`src/stepper_phase_sequencer_macros.svh`:
```
// assertion helpers used by sps_core
`ifndef STEPPER_PHASE_SEQUENCER_MACROS_SVH
`define STEPPER_PHASE_SEQUENCER_MACROS_SVH

// condition that must hold at every clock edge outside reset
`define SPS_ASSERT_ALWAYS(lbl, cond, msg) \
  lbl: assert property (@(posedge clk) disable iff (!rst_n) (cond)) else $error(msg);

// implication checked in the same cycle
`define SPS_ASSERT_IMPL(lbl, ante, cons, msg) \
  lbl: assert property (@(posedge clk) disable iff (!rst_n) (ante) |-> (cons)) \
    else $error(msg);

`endif

```
`src/sps_pkg.sv`:
```
package sps_pkg;

  localparam int STEP_COUNT_BITS_DEF = 16;
  localparam int PERIOD_BITS_DEF     = 16;

  localparam int CFG_IDX_W  = 2;
  localparam int CFG_DATA_W = 16;

  // request codes
  localparam logic [1:0] REQ_TICK  = 2'd0;
  localparam logic [1:0] REQ_START = 2'd1;
  localparam logic [1:0] REQ_STOP  = 2'd2;

  // direction codes
  localparam logic [1:0] DIR_NONE = 2'd0;
  localparam logic [1:0] DIR_FWD  = 2'd1;
  localparam logic [1:0] DIR_BWD  = 2'd2;

  // configuration register indexes
  localparam logic [CFG_IDX_W-1:0] CFG_MIN_PERIOD = 2'd0;
  localparam logic [CFG_IDX_W-1:0] CFG_REVERSE    = 2'd1;

  localparam logic [CFG_DATA_W-1:0] MIN_PERIOD_RST = 16'd100;

  typedef struct packed {
    logic [1:0]  req_type;
    logic [15:0] goal_steps;
    logic [1:0]  move_direction;
    logic        speed_mode;
    logic [15:0] step_period;
  } in_item_t;

  typedef struct packed {
    logic [3:0] phase_pins;
    logic       moving;
    logic       at_position;
  } out_item_t;

  typedef struct packed {
    logic [CFG_DATA_W-1:0] min_period;
    logic                  reverse_direction;
  } cfg_t;

  // full-step coil pattern, A..D in bits 3..0
  function automatic logic [3:0] full_step_row(input logic [1:0] idx);
    logic [3:0] row;
    unique case (idx)
      2'd0: row = 4'hA;
      2'd1: row = 4'h6;
      2'd2: row = 4'h5;
      default: row = 4'h9;
    endcase
    return row;
  endfunction

endpackage

```
`src/sps_core.sv`:
```
module sps_core #(
  parameter int STEP_COUNT_BITS = sps_pkg::STEP_COUNT_BITS_DEF,
  parameter int PERIOD_BITS     = sps_pkg::PERIOD_BITS_DEF
) (
  input  logic              clk,
  input  logic              rst_n,
  input  logic              advance,
  input  sps_pkg::in_item_t item,
  input  sps_pkg::cfg_t     cfg,
  output sps_pkg::out_item_t result
);

  logic [1:0]                 phase_index_r, phase_index_nxt;
  logic [STEP_COUNT_BITS-1:0] steps_done_r, steps_done_nxt;
  logic [STEP_COUNT_BITS-1:0] goal_count_r, goal_count_nxt;
  logic                       run_mode_r, run_mode_nxt;
  logic [1:0]                 direction_state_r, direction_state_nxt;
  logic [PERIOD_BITS-1:0]     period_reload_r, period_reload_nxt;
  logic [PERIOD_BITS-1:0]     tick_count_r, tick_count_nxt;
  logic [3:0]                 pin_latch_r, pin_latch_nxt;
  logic                       goal_pending_r, goal_pending_nxt;

  logic [31:0]                goal_ext, per_ext, min_ext;
  logic [STEP_COUNT_BITS-1:0] goal;
  logic [PERIOD_BITS-1:0]     per, min_per;
  logic [1:0]                 dir_eff;

  assign goal_ext = {16'b0, item.goal_steps};
  assign per_ext  = {16'b0, item.step_period};
  assign min_ext  = {16'b0, cfg.min_period};
  assign goal     = goal_ext[STEP_COUNT_BITS-1:0];
  assign per      = per_ext[PERIOD_BITS-1:0];
  assign min_per  = min_ext[PERIOD_BITS-1:0];

  // polarity register swaps forward and backward
  always_comb begin
    dir_eff = direction_state_r;
    if (cfg.reverse_direction) begin
      if (direction_state_r == sps_pkg::DIR_FWD) begin
        dir_eff = sps_pkg::DIR_BWD;
      end else if (direction_state_r == sps_pkg::DIR_BWD) begin
        dir_eff = sps_pkg::DIR_FWD;
      end
    end
  end

  always_comb begin
    phase_index_nxt     = phase_index_r;
    steps_done_nxt      = steps_done_r;
    goal_count_nxt      = goal_count_r;
    run_mode_nxt        = run_mode_r;
    direction_state_nxt = direction_state_r;
    period_reload_nxt   = period_reload_r;
    tick_count_nxt      = tick_count_r;
    pin_latch_nxt       = pin_latch_r;
    goal_pending_nxt    = goal_pending_r;

    unique case (item.req_type)
      sps_pkg::REQ_TICK: begin
        if (period_reload_r != '0) begin
          if (tick_count_r >= period_reload_r) begin
            tick_count_nxt = '0;
            if ((steps_done_r < goal_count_r) || run_mode_r) begin
              if (dir_eff == sps_pkg::DIR_FWD) begin
                pin_latch_nxt   = sps_pkg::full_step_row(phase_index_r);
                phase_index_nxt = phase_index_r + 2'd1;
              end else if (dir_eff == sps_pkg::DIR_BWD) begin
                pin_latch_nxt   = sps_pkg::full_step_row(phase_index_r);
                phase_index_nxt = phase_index_r - 2'd1;
              end
              steps_done_nxt = steps_done_r + STEP_COUNT_BITS'(1);
            end else begin
              // goal reached: coils off and halt
              goal_pending_nxt    = 1'b0;
              direction_state_nxt = sps_pkg::DIR_NONE;
              pin_latch_nxt       = '0;
              period_reload_nxt   = '0;
            end
          end else begin
            tick_count_nxt = tick_count_r + PERIOD_BITS'(1);
          end
        end
      end
      sps_pkg::REQ_START: begin
        steps_done_nxt   = '0;
        tick_count_nxt   = '0;
        run_mode_nxt     = item.speed_mode;
        goal_count_nxt   = goal;
        goal_pending_nxt = !item.speed_mode && (goal != '0);
        if (per == '0) begin
          goal_pending_nxt    = 1'b0;
          direction_state_nxt = sps_pkg::DIR_NONE;
          pin_latch_nxt       = '0;
          period_reload_nxt   = '0;
        end else begin
          period_reload_nxt   = (per < min_per) ? min_per : per;
          direction_state_nxt = item.move_direction;
        end
      end
      sps_pkg::REQ_STOP: begin
        direction_state_nxt = sps_pkg::DIR_NONE;
        pin_latch_nxt       = '0;
        period_reload_nxt   = '0;
        tick_count_nxt      = '0;
      end
      default: begin
        // unused request code leaves the state alone
        tick_count_nxt = tick_count_r;
      end
    endcase
  end

  always_ff @(posedge clk) begin
    if (!rst_n) begin
      phase_index_r     <= '0;
      steps_done_r      <= '0;
      goal_count_r      <= '0;
      run_mode_r        <= 1'b0;
      direction_state_r <= sps_pkg::DIR_NONE;
      period_reload_r   <= '0;
      tick_count_r      <= '0;
      pin_latch_r       <= '0;
      goal_pending_r    <= 1'b0;
    end else if (advance) begin
      phase_index_r     <= phase_index_nxt;
      steps_done_r      <= steps_done_nxt;
      goal_count_r      <= goal_count_nxt;
      run_mode_r        <= run_mode_nxt;
      direction_state_r <= direction_state_nxt;
      period_reload_r   <= period_reload_nxt;
      tick_count_r      <= tick_count_nxt;
      pin_latch_r       <= pin_latch_nxt;
      goal_pending_r    <= goal_pending_nxt;
    end
  end

  // result reflects the state after this beat
  assign result.phase_pins  = pin_latch_nxt;
  assign result.moving      = (direction_state_nxt != sps_pkg::DIR_NONE)
                              && (period_reload_nxt != '0);
  assign result.at_position = !goal_pending_nxt;

`include "stepper_phase_sequencer_macros.svh"

  `SPS_ASSERT_IMPL(a_halt_no_dir, period_reload_r == '0, direction_state_r == sps_pkg::DIR_NONE, "direction set while halted")
  `SPS_ASSERT_IMPL(a_halt_coils_off, period_reload_r == '0, pin_latch_r == '0, "coils on while halted")
  `SPS_ASSERT_ALWAYS(a_tick_bound, tick_count_r <= period_reload_r, "tick count beyond period")

endmodule

```
`src/stepper_phase_sequencer.sv`:
```
// channel  | direction | handshake            | payload
// in_      | input     | in_valid / in_stall  | sps_pkg::in_item_t
// out_     | output    | out_valid / out_stall| sps_pkg::out_item_t
// cfg_     | input     | cfg_valid / cfg_ready| cfg_index, cfg_data
//
// one beat per cycle sustained while out_stall is low; a taken beat passes
// the input register, then the state update into the result register
// the state registers and their update loop set this rate
// synchronous active-low reset clears the motor state, config goes to defaults
// a stalled result holds while one more input beat waits in the input register
module stepper_phase_sequencer #(
  parameter int STEP_COUNT_BITS = sps_pkg::STEP_COUNT_BITS_DEF,
  parameter int PERIOD_BITS     = sps_pkg::PERIOD_BITS_DEF
) (
  input  logic                             clk,
  input  logic                             rst_n,
  input  logic                             in_valid,
  output logic                             in_stall,
  input  sps_pkg::in_item_t                in_data,
  output logic                             out_valid,
  input  logic                             out_stall,
  output sps_pkg::out_item_t               out_data,
  input  logic                             cfg_valid,
  output logic                             cfg_ready,
  input  logic [sps_pkg::CFG_IDX_W-1:0]    cfg_index,
  input  logic [sps_pkg::CFG_DATA_W-1:0]   cfg_data
);

  logic               in_valid_r, in_valid_nxt;
  sps_pkg::in_item_t  in_data_r;
  logic               out_valid_r, out_valid_nxt;
  sps_pkg::out_item_t out_data_r;
  sps_pkg::out_item_t core_result;
  sps_pkg::cfg_t      cfg_r, cfg_nxt;
  logic               advance;

  assign advance   = in_valid_r && (!out_valid_r || !out_stall);
  assign in_stall  = in_valid_r && !advance;
  assign cfg_ready = 1'b1;

  always_comb begin
    in_valid_nxt = in_stall ? in_valid_r : in_valid;
    priority if (advance) begin
      out_valid_nxt = 1'b1;
    end else if (!out_stall) begin
      out_valid_nxt = 1'b0;
    end else begin
      out_valid_nxt = out_valid_r;
    end
  end

  always_comb begin
    cfg_nxt = cfg_r;
    if (cfg_valid && cfg_ready) begin
      if (cfg_index == sps_pkg::CFG_MIN_PERIOD) begin
        cfg_nxt.min_period = cfg_data;
      end else if (cfg_index == sps_pkg::CFG_REVERSE) begin
        cfg_nxt.reverse_direction = cfg_data[0];
      end
    end
  end

  always_ff @(posedge clk) begin
    if (!rst_n) begin
      in_valid_r  <= 1'b0;
      out_valid_r <= 1'b0;
      cfg_r.min_period        <= sps_pkg::MIN_PERIOD_RST;
      cfg_r.reverse_direction <= 1'b0;
    end else begin
      in_valid_r  <= in_valid_nxt;
      out_valid_r <= out_valid_nxt;
      cfg_r       <= cfg_nxt;
    end
  end

  always_ff @(posedge clk) begin
    if (in_valid && !in_stall) begin
      in_data_r <= in_data;
    end
    if (advance) begin
      out_data_r <= core_result;
    end
  end

  sps_core #(
    .STEP_COUNT_BITS(STEP_COUNT_BITS),
    .PERIOD_BITS    (PERIOD_BITS)
  ) u_core (
    .clk    (clk),
    .rst_n  (rst_n),
    .advance(advance),
    .item   (in_data_r),
    .cfg    (cfg_r),
    .result (core_result)
  );

  assign out_valid = out_valid_r;
  assign out_data  = out_data_r;

endmodule
```
`config.mk`:
```
export PLATFORM = sky130hd
export DESIGN_NAME = stepper_phase_sequencer
export DESIGN_NICKNAME = d
export VERILOG_FILES = /design/src/sps_pkg.sv /design/src/sps_core.sv /design/src/stepper_phase_sequencer.sv
export VERILOG_INCLUDE_DIRS = /design/src /design/src/src
export SDC_FILE = /design/constraint.sdc
export NUM_CORES = 1
export LEC_CHECK = 0
export ABC_AREA = 1
export BUFFER_PORTS_ARGS = -buffer_cell sky130_fd_sc_hd__buf_2
export CORE_UTILIZATION = 30
export DETAILED_ROUTE_END_ITERATION = 8
export PLACE_DENSITY = 0.59
export SYNTH_ARGS = -nofsm -noshare
export SYNTH_HDL_FRONTEND = slang
export SYNTH_SLANG_ARGS = --single-unit
export TNS_END_PERCENT = 30
```
`constraint.sdc`:
```
create_clock -name clk -period 2.2 [get_ports clk]
set_input_delay 0.11 -clock clk [delete_from_list [all_inputs] [get_ports clk]]
set_output_delay 0.11 -clock clk [all_outputs]
set_load 0.02 [all_outputs]
```
# --- Yosys cells after proc, flatten, opt, wreduce, memory -nomap -nowiden ---
# Cells that the tools add are included.
totals:
  input_bits: 60
  word_cells: 111
  register_bits: 136
classes:
  reduce_logical: 31
  eq_ne: 13
  bitwise: 1
  n_addsub: 4
  mux: 38
  n_lt_le_gt_ge: 3
ops:
  columns: ["cell", "n"]
  rows:
  - ["$mux W16", 10]
  - ["$pmux W16 S2", 2]
  - ["$pmux W16 S3", 1]
  - ["$reduce_bool A16 Y1", 3]
  - ["$add A16 B1 Y16 const B", 2]
  - ["$lt A16 B16 Y1", 2]
  - ["$mux W4", 6]
  - ["$pmux W4 S3", 2]
  - ["$mux W2", 9]
  - ["$ge A16 B16 Y1", 1]
  - ["$logic_not A16 Y1", 1]
  - ["$eq A2 B1 Y1 const B", 5]
  - ["$eq A2 B2 Y1 const B", 4]
  - ["$ne A2 B1 Y1 const B", 4]
  - ["$reduce_bool A2 Y1", 4]
  - ["$logic_not A1 Y1", 6]
  - ["$logic_not A2 Y1", 3]
  - ["$mux W1", 6]
  - ["$pmux W2 S3", 1]
  - ["$reduce_and A3 Y1", 2]
  - ["$reduce_and A6 Y1", 1]
  - ["$logic_and A1 B1 Y1", 5]
  - ["$reduce_and A5 Y1", 1]
  - ["$reduce_and A2 Y1", 2]
  - ["other kinds (6)", 7]

# --- Longest topological paths before layout ---
logic_depth:
  depth_word: 11
  mapped_depth: 20
  depth_no_buf: 19

# --- Hierarchy ---
# A second synthesis with hierarchy kept.
hier_totals:
  cells_unflattened: 1003
  hier_area_um2: 7636.1
by_module_without_submodules:
  columns: ["module", "area_per_inst_um2", "seq_area_each_um2", "cells_per_inst", "n_inst"]
  rows:
  - ["sps_core", 5469.0, 1481.4, 836, 1]
  - ["stepper_phase_sequencer", 2167.1, 1671.6, 167, 1]

# --- Worst setup path before layout ---
# No wires, ideal clock.
synth_path:
  kind: "reg2reg"
  startpoint: "reg in_data_r[15] in the netlist's numbering"
  endpoint: "reg out_data_r (netlist bit out_data[1]), data pin"
  path_slack_ps: -12
  t_arrival_ps: 1960
  path_stages_with_launch: 15
  path_buffers: 1
  cell_sequence: "edfxtp_1 ha_1 a21oi_1 o21ai_0 nor2_4 buf_2 nand3_1 nand3_1 nand3_1 nand2_1 nand2_1 nor2_1 nand2_1 nor2_1 nor2_1"
synth_lines:
  columns: ["element", "line", "source"]
  rows:
  - ["start, declared", "stepper_phase_sequencer.sv:30", "sps_pkg::in_item_t in_data_r;"]
  - ["start signal, assigned", "stepper_phase_sequencer.sv:78", "in_data_r <= in_data;"]
  - ["end signal, assigned", "stepper_phase_sequencer.sv:81", "out_data_r <= core_result;"]
  - ["end, declared", "stepper_phase_sequencer.sv:32", "sps_pkg::out_item_t out_data_r;"]

==> flow_summary.ini <==
[min_path]
hp-start = cfg_data[11]
hold_class = input port to register

[setup_path]
crit_slowest_cell = dfxtp_2
worst_setup_path_end_kind = register
crit_start = u_core.period_reload_r[7]
crit_path_start_kind = register
crit_type = register to register
required_ns = 2.37
path_buf_inv = 2
cp_cell_sequence = inv_2 -> ha_4 -> nand2_1 -> inv_2 -> nand2_2 -> nand2_1 -> nor2_1 -> nand2_2 -> nand2_4 -> a21oi_4 -> nand3_4 -> nand2_1 -> nand3_1 -> nand2_1 -> nand2_1 -> nor2_2 -> nand2_2 -> nor2_2 -> nor2_1
r2r_start = u_core.period_reload_r[7]
crit_top_cell = nand2_1
crit_family = simple AND/OR/NAND/NOR gates
worstPathMaxFanout = 5
critPathArrivalTime_ns = 2.67
slowest_delay_ns = 0.33

[status]
violations = negative setup slack
status = complete, but fails checks

[timing]
fin_crit_ns = 2.494
slew-limit-headroom = 0.5882
timing.final.crit_share = 1.134
drv_slew = 0
fmax_mhz = 400.9
setup_tns_ns = -1.189
hold_violations = 0
setup_viol = 15
rsz0062_at_grt = yes
layout_setup_ws_ns = -0.2943
clock_skew_ns = 0.01073
worst_slew_pin_slew_ns = 0.6121

[cts]
clock-sinks = 136
cts-root-buf = clkbuf_16
cts_max_level = 4
clk_pin_slew_worst_paths_ns = 0.06
clockBufferDepth = 2
cts_tree = done
cts_buffers = 17
clock_latency_ns = 0.42

[route]
drtPass1Iterations = 4
drcViolationCount = 0
ant_nets = 0
drt_iter0_drc = 308
vias_per_cell = 4.534
num_vias = 7137
wirelength_mm = 19.41
wl_per_cell_microns = 12.33

[synthesis]
syn-num-nets = 1091
synth_edf_count = 43
synth_flop_cell = dfxtp_1
yosys.cell_types.count = 47
seq_area_frac_synth = 0.4199
syn-cell-area_sq_mm = 0.007508
async_flop_share = 0
synthCells = 974
syn_area_per_cell_sq_um = 7.709
ys_seq_elements = 136
ys_warn_count = 0

[place]
place.gp.congestion = 0.8405
dp_cells = 1472
pre_cts_slack_ns = -0.3082
placed_area_sq_mm = 0.009210
dp_hpwl_mm = 13.47
portBuffers = 67

[final_layout]
fillers = 2354
syn2layout_area_growth_pct = 46.33
layout-drive-gt1-share = 0.2960
antennaDiodeCount = 0
fin_cells = 1574
final_cell_area_sq_mm = 0.01099
layout.nets = 1354

[floorplan]
coreArea_sq_mm = 0.02446
io_pins = 69
die_x_microns = 160.2
dieArea_sq_mm = 0.02566
die_y_microns = 160.2
start_util = 0.3069
rows = 57

[global_routing]
antenna_found_initial = 0
grt_util_all_layers = 0.1523
grt-ovfl-total = 0
grt_pass1_wl_mm = 31.80
grt_max_degree = 44
grt_pass1_vias = 6817

[pwr]
p_leak_nw = 4.927
vdd.ir_drop.worst_v = 0.0005796
p_per_area_mw_per_mm2 = 623.8

[run]
max_cap_violations = 0
==> final cells by class <==
type	instances	area, sq um	area share
Clock buffer	19	442.9	0.04031
Clock inverter	13	128.9	0.01173
Inverter	164	621.8	0.05660
Multi-Input combinational cell	643	4085	0.3718
Sequential cell	136	3166	0.2881
Tap cell	324	405.4	0.03690
Timing Repair Buffer	275	2137	0.1945
==> worst min-delay path, delay by kind of cell <==
| kind | cells | cell delay [ns] |
|---|---|---|
| buffers and inverters | 1 | 0.07 |
| AO/OA/AOI/OAI | 2 | 0.22 |
==> metrics by stage <==
step / power [mW] / hold WS [ns] / util
floorplan: 3.420 / 0.2089 / -
global placement: 3.850 / 0.2860 / 0.3765
detailed placement: 3.868 / 0.2881 / 0.3765
CTS: 6.803 / 0.005712 / 0.4292
global route: 7.162 / 0.04403 / 0.4491
finish: 6.854 / 0.01826 / 0.4491
==> registers in the layout, summed over array words and instances, names as in the netlist, 2 cells and up <==
name,count
u_core.period_reload_r,16
u_core.direction_state_r,2
u_core.tick_count_r,16
in_data_r,37
u_core.goal_count_r,16
u_core.steps_done_r,16
cfg_r,17
out_data,6
u_core.phase_index_r,2
u_core.pin_latch_r,4
==> timing repair <==
action                     4_1_cts  5_1_grt
resized for setup               35       89
pin swaps                        9       35
hold buffers                    56        0
setup endpoints to repair       43       54
buffers inserted                 3       10
hold endpoints to repair        55        0
cloned                           1        1
==> path summary, 6_finish.rpt <==
path / depth (start not counted) / slack, ns / to
max: 19 / -0.29 / out_data[1]
min: 3 / 0.02 / cfg_r[12]
max reg2reg: 19 / -0.29 / out_data[1]
min reg2reg: 2 / 0.46 / u_core.goal_count_r[4]
==> routing by layer <==
layer / vias up / wire length, microns / part of all wire / GRT usage
met1: 3255 / 9372 / 0.48 / 0.2031
met4: 0 / 383 / 0.020 / 0.05584
met2: 121 / 9037 / 0.47 / 0.2484
met3: 21 / 614 / 0.032 / 0.02312
met5: - / 0 / 0 / 0
li1: 3740 / - / - / -
==> where the power goes <==
group	internal [mW]	leakage (nW)	switching, mW	total, mW
sequential	2.71	1.18	0.0563	2.77
combinational	0.606	3.47	0.679	1.28
clock	1.69	0.276	1.11	2.80
==> placed cells by master (no fill, tap or decap), types with 8 or more instances in the layout <==
cell           netlist  final
clkbuf_16            0     17
nand3_1             73     65
ha_1                57     39
o21ai_1              5     13
nand2_2              5     13
nor4_1               9      8
nor3_1              15     11
nor2_1              56     48
a21oi_1             90     83
buf_4                3    137
o21ai_0             71     57
buf_6                2     10
buf_2                7     67
xor2_1               8      8
dlygate4sd3_1        0     56
dfxtp_2              0     10
edfxtp_1            43     43
ha_4                 0     18
nand4_1              9      9
inv_2                6     17
inv_1              156    143
dfxtp_1             93     83
nand2_1            198    188
==> synth_stat cells, types with 15 or more instances <==
cell type	n	area (sq um)
dfxtp_1	93	1862
nand2_1	198	743.2
clkbuf_1	20	75.07
edfxtp_1	43	1291
nor2_1	56	210.2
nor3_1	15	75.07
o21ai_0	71	355.3
nand3_1	73	365.4
inv_1	156	585.6
a21oi_1	90	450.4
ha_1	57	713.2
==> cell families after synthesis <==
logic type | synth area share
flops | 0.4199
simple gates | 0.2261
other cells | 0.0004994
xor+xnor | 0.01283
buf+inv | 0.1033
compound gates | 0.1423
fa+ha+maj | 0.09498
Power figures use the tool's default switching activity.
